### src/torus_mass_loading_source_macros.svh
// Assertion macros for the torus mass-loading source.
`ifndef TORUS_MASS_LOADING_SOURCE_MACROS_SVH
`define TORUS_MASS_LOADING_SOURCE_MACROS_SVH
`ifndef SYNTHESIS
// Checked property, disabled while reset is high.
`define TMLS_ASSERT(label, clk, rst, prop) \
  label: assert property (@(posedge clk) disable iff (rst) prop) \
    else $error("torus source assertion failed");
// Checked property that also holds during reset.
`define TMLS_ASSERT_ALWAYS(label, clk, prop) \
  label: assert property (@(posedge clk) prop) \
    else $error("torus source assertion failed");
`else
`define TMLS_ASSERT(label, clk, rst, prop)
`define TMLS_ASSERT_ALWAYS(label, clk, prop)
`endif
`endif

### src/tmls_isqrt.sv
// Pipelined integer square root, one result bit per stage.
`default_nettype none
module tmls_isqrt #(
  parameter int RW = 32
) (
  input  logic            clk,
  input  logic            en,
  input  logic [2*RW-1:0] din,
  output logic [RW-1:0]   root
);

  logic [RW:0]     rem_q  [RW];
  logic [RW-1:0]   root_q [RW];
  logic [2*RW-1:0] n_q    [RW];

  for (genvar j = 0; j < RW; j++) begin : g_stage
    logic [RW:0]     rem_in;
    logic [RW-1:0]   root_in;
    logic [2*RW-1:0] n_in;
    logic [RW+2:0]   rem_sh;
    logic [RW+2:0]   trial;
    logic [RW+2:0]   diff;

    if (j == 0) begin : g_first
      assign rem_in  = '0;
      assign root_in = '0;
      assign n_in    = din;
    end else begin : g_next
      assign rem_in  = rem_q[j-1];
      assign root_in = root_q[j-1];
      assign n_in    = n_q[j-1];
    end

    // Bring down the next two radicand bits and try the next root bit.
    assign rem_sh = {rem_in, n_in[2*RW-1 -: 2]};
    assign trial  = {1'b0, root_in, 2'b01};
    assign diff   = rem_sh - trial;

    always_ff @(posedge clk) begin
      if (en) begin
        if (rem_sh >= trial) begin
          rem_q[j]  <= diff[RW:0];
          root_q[j] <= {root_in[RW-2:0], 1'b1};
        end else begin
          rem_q[j]  <= rem_sh[RW:0];
          root_q[j] <= {root_in[RW-2:0], 1'b0};
        end
        n_q[j] <= {n_in[2*RW-3:0], 2'b00};
      end
    end
  end

  assign root = root_q[RW-1];

endmodule
`default_nettype wire

### config.mk
export PLATFORM = sky130hd
export DESIGN_NAME = tmls_isqrt
export DESIGN_NICKNAME = d
export VERILOG_FILES = /design/src/torus_mass_loading_source_macros.svh /design/src/tmls_isqrt.sv
export SDC_FILE = /design/constraint.sdc
export NUM_CORES = 2
export LEC_CHECK = 0
export BUFFER_PORTS_ARGS = -buffer_cell sky130_fd_sc_hd__buf_4
export CAP_MARGIN = 20
export CELL_PAD_IN_SITES_DETAIL_PLACEMENT = 0
export CELL_PAD_IN_SITES_GLOBAL_PLACEMENT = 1
export CORE_MARGIN = 8
export CORE_UTILIZATION = 45
export CTS_CLUSTER_DIAMETER = 40
export DETAILED_ROUTE_END_ITERATION = 7
export GPL_TIMING_DRIVEN = 0
export PLACE_DENSITY = 0.76
export SLEW_MARGIN = 15
export SYNTH_ARGS = -nofsm -noshare
export SYNTH_HDL_FRONTEND = slang
export SYNTH_MEMORY_MAX_BITS = 65536
export SYNTH_SLANG_ARGS = --single-unit
### constraint.sdc
create_clock -name clk -period 10.7 [get_ports clk]
set_input_delay 1.07 -clock clk [delete_from_list [all_inputs] [get_ports clk]]
set_output_delay 1.07 -clock clk [all_outputs]
set_load 0.1 [all_outputs]
==> flow_summary.ini <==
[global_routing]
grt_pass1_vias = 69700
grt_pass1_wl_um = 378000
grt_overflow = 0
track_usage_pct = 17.1
antenna_found_initial = 11
grt_max_degree = 176

[worst_setup_path]
critPathKind = input pin to register
worstPathRequired_ns = 11.34
cp_max_fo = 152
cp_data_arrival_time_ns = 6.33
startpoint_type = input pin
worstSetupEndpointType = register

[sta]
fmax_mhz = 176
fin_tns_setup_ns = 0
min_period_ns = 5.69
final-setup-viol-count = 0
hold_ws_ns = 0.331
finalCritPeriodShare_pct = 53.2
slew_headroom_pct = 27.5
rsz0062_at_grt = no
fin_skew_ns = 0.0398
drv_slew = 0
worst_slew_pin_slew_ns = 1.09
hold_viol = 0

[layout]
drive_gt1_share_pct = 9.66
area_growth_pct = 16.6
nNetsFinal = 10100
fillCellCount = 21400
final_common_cell = edfxtp_1
layout_common_cells = edfxtp_1 (2494), inv_1 (713), nand2_1 (682), o21ai_0 (580), ha_1 (562)

[min_path]
hold_path_class = input pin to register

[power_and_ir_drop]
power.total_mw = 31.6
netSwitchingFraction_pct = 28.3
power.density_nw_per_um2 = 235
p_sw_mw = 8.94
vdd_drop_max_v = 0.000155
p_clk_share_pct = 40.1
power.internal_mw = 22.7
power_frac_seq_pct = 41.8
comb_power_share_pct = 18.2
leakage_nw = 51.6

[clocking]
cts-root-buf = clkbuf_16
clk_path_buf_depth = 4
insertion_delay_ns = 0.91
ctsResizeCount = 0
clock_sinks = 2495
postCtsHoldBufs = 0
cts_made_buffers = 387
cts_tree = built
cts_setup_buffers = 0
h-tree-depth = 5
path_clk_slew_ns = 0.06

[synthesis]
yosysWarnings = 0
postSynth.asyncResetShare_pct = 0
synth-edff-count = 2494
synth_cell_types = 85
syn-num-nets = 9574
syn_inst = 8946
synth_ff_type = edfxtp_1
ys_ff_latch = 2495
yosysSeqAreaShare_pct = 64.8
syn_area_um2 = 116000
avgSynthCellArea_um2 = 12.9

[drt]
ant_nets = 0
vias = 70400
drt_iter0_markers = 5130
wl_um = 240000
avgRoutedWirePerCell_um = 18.2
routed_via_density = 5.34
drt-pass1-iter-count = 7
drc = 0

[floorplanning]
die_y_um = 523
die_w_um = 523
initial_utilization_pct = 45.1
die-area_um2 = 273000
core_area_um2 = 256000
rows = 186
ios = 98

[outcome]
outcome = finished, final reports clean

[place]
port_buffers = 97
dp_hpwl_um = 173000
gp_congestion = 0.920

[flow_run]
maxCapViolCount = 0
-- cell families (layout without fill, tap and decap cells) --
group / count (synthesis) / after routing / synth area share (%)
xor gates and xnor gates: 792 / 792 / 6.00
muxes: 58 / 58 / 0.543
other: 0 / 3 / 0
DFF: 2495 / 2495 / 64.8
buffers and inverters: 915 / 1769 / 3.00
and+or+nand+nor: 2310 / 2310 / 9.99
adders and majority gates: 562 / 562 / 6.08
AOI/OAI and AO/OA: 1814 / 1814 / 9.62
-- final cells by class --
| cell class | instances | area, um2 | area share (%) |
|---|---|---|---|
| Clock buffer | 424 | 9910 | 7.35 |
| Tap cell | 3384 | 4230 | 3.14 |
| Buffer | 201 | 853 | 0.633 |
| Clock inverter | 296 | 3480 | 2.58 |
| Sequential cell | 2495 | 74900 | 55.5 |
| Multi-Input combinational cell | 5536 | 37300 | 27.7 |
| Timing Repair Buffer | 134 | 1500 | 1.11 |
| Antenna cell | 3 | 7.51 | 0.00557 |
| Inverter | 714 | 2680 | 1.99 |
-- sequential cells by signal, indices dropped and copies added (netlist names) --
name	cells
n_q	992
rem_q	975
root_q	528
-- power groups by stage --
stage          Sequential, mW  Combinational [mW]  Clock (mW)
2_1_floorplan            13.1                4.29           0
3_3_place_gp             13.5                5.56           0
3_5_place_dp             13.4                5.68           0
4_1_cts                  13.2                5.73        13.0
5_1_grt                  13.3                6.42        13.4
6_report                 13.2                5.74        12.7
-- synthesized netlist by cell type, types with 102 or more instances --
library cell  count  area, um2
edfxtp_1       2494      74900
a21o_1          254       1910
nand3_1         144        721
o21ai_0         580       2900
nor4_1          111        694
o21a_1          102        766
xnor2_1         398       3490
inv_1           713       2680
a21oi_1         476       2380
ha_1            562       7030
nand2_1         682       2560
nor3_1          208       1040
xor2_1          394       3450
nor2_1          437       1640
nand2b_1        136        851
clkbuf_1        182        683
-- worst max-delay path: stages --
cell      delay (ns)
buf_16          0.29
buf_16          0.45
clkbuf_2        0.67
clkbuf_2        0.24
buf_12          0.20
clkbuf_2        0.63
clkbuf_2        0.69
nor3b_1         0.95
clkinv_1        0.54
and2_1          0.31
-- through the flow --
step | util (%) | cells | instance area [um2] | setup slack, ns
after CTS | 52.6 | 13200 | 135000 | 5.07
after global routing | 52.6 | 13200 | 135000 | 4.74
after floorplan | - | 8946 | 116000 | 6.31
final | 52.6 | 13200 | 135000 | 5.01
after global placement | 47.1 | 12400 | 121000 | -7.39
after detailed placement | 47.4 | 12500 | 121000 | 4.08
-- routing by layer --
layer / global-route usage [%] / part of all wire, % / up-vias / wire length [um]
li1: - / - / 34200 / -
met2: 28.7 / 48 / 1696 / 114000
met4: 5.16 / 2.7 / 0 / 6510
met3: 3.00 / 5.1 / 434 / 12300
met1: 22.7 / 45 / 34000 / 107000
met5: 0 / 0 / - / 0
-- final timing paths --
kind / startpoint / end / slack, ns / cells past startpoint
worst max-delay path: en / rem_q[0][50]$_DFFE_PP_ / 5.01 / 10
worst min-delay path: din[11] / n_q[0][11]$_DFFE_PP_ / 0.33 / 1
worst max register to register: rem_q[1][450]$_DFFE_PP_ / rem_q[1][482]$_DFFE_PP_ / 5.59 / 12
worst min register to register: n_q[1][428]$_DFFE_PP_ / n_q[1][492]$_DFFE_PP_ / 0.39 / 0
Power figures use the tool's default switching activity.
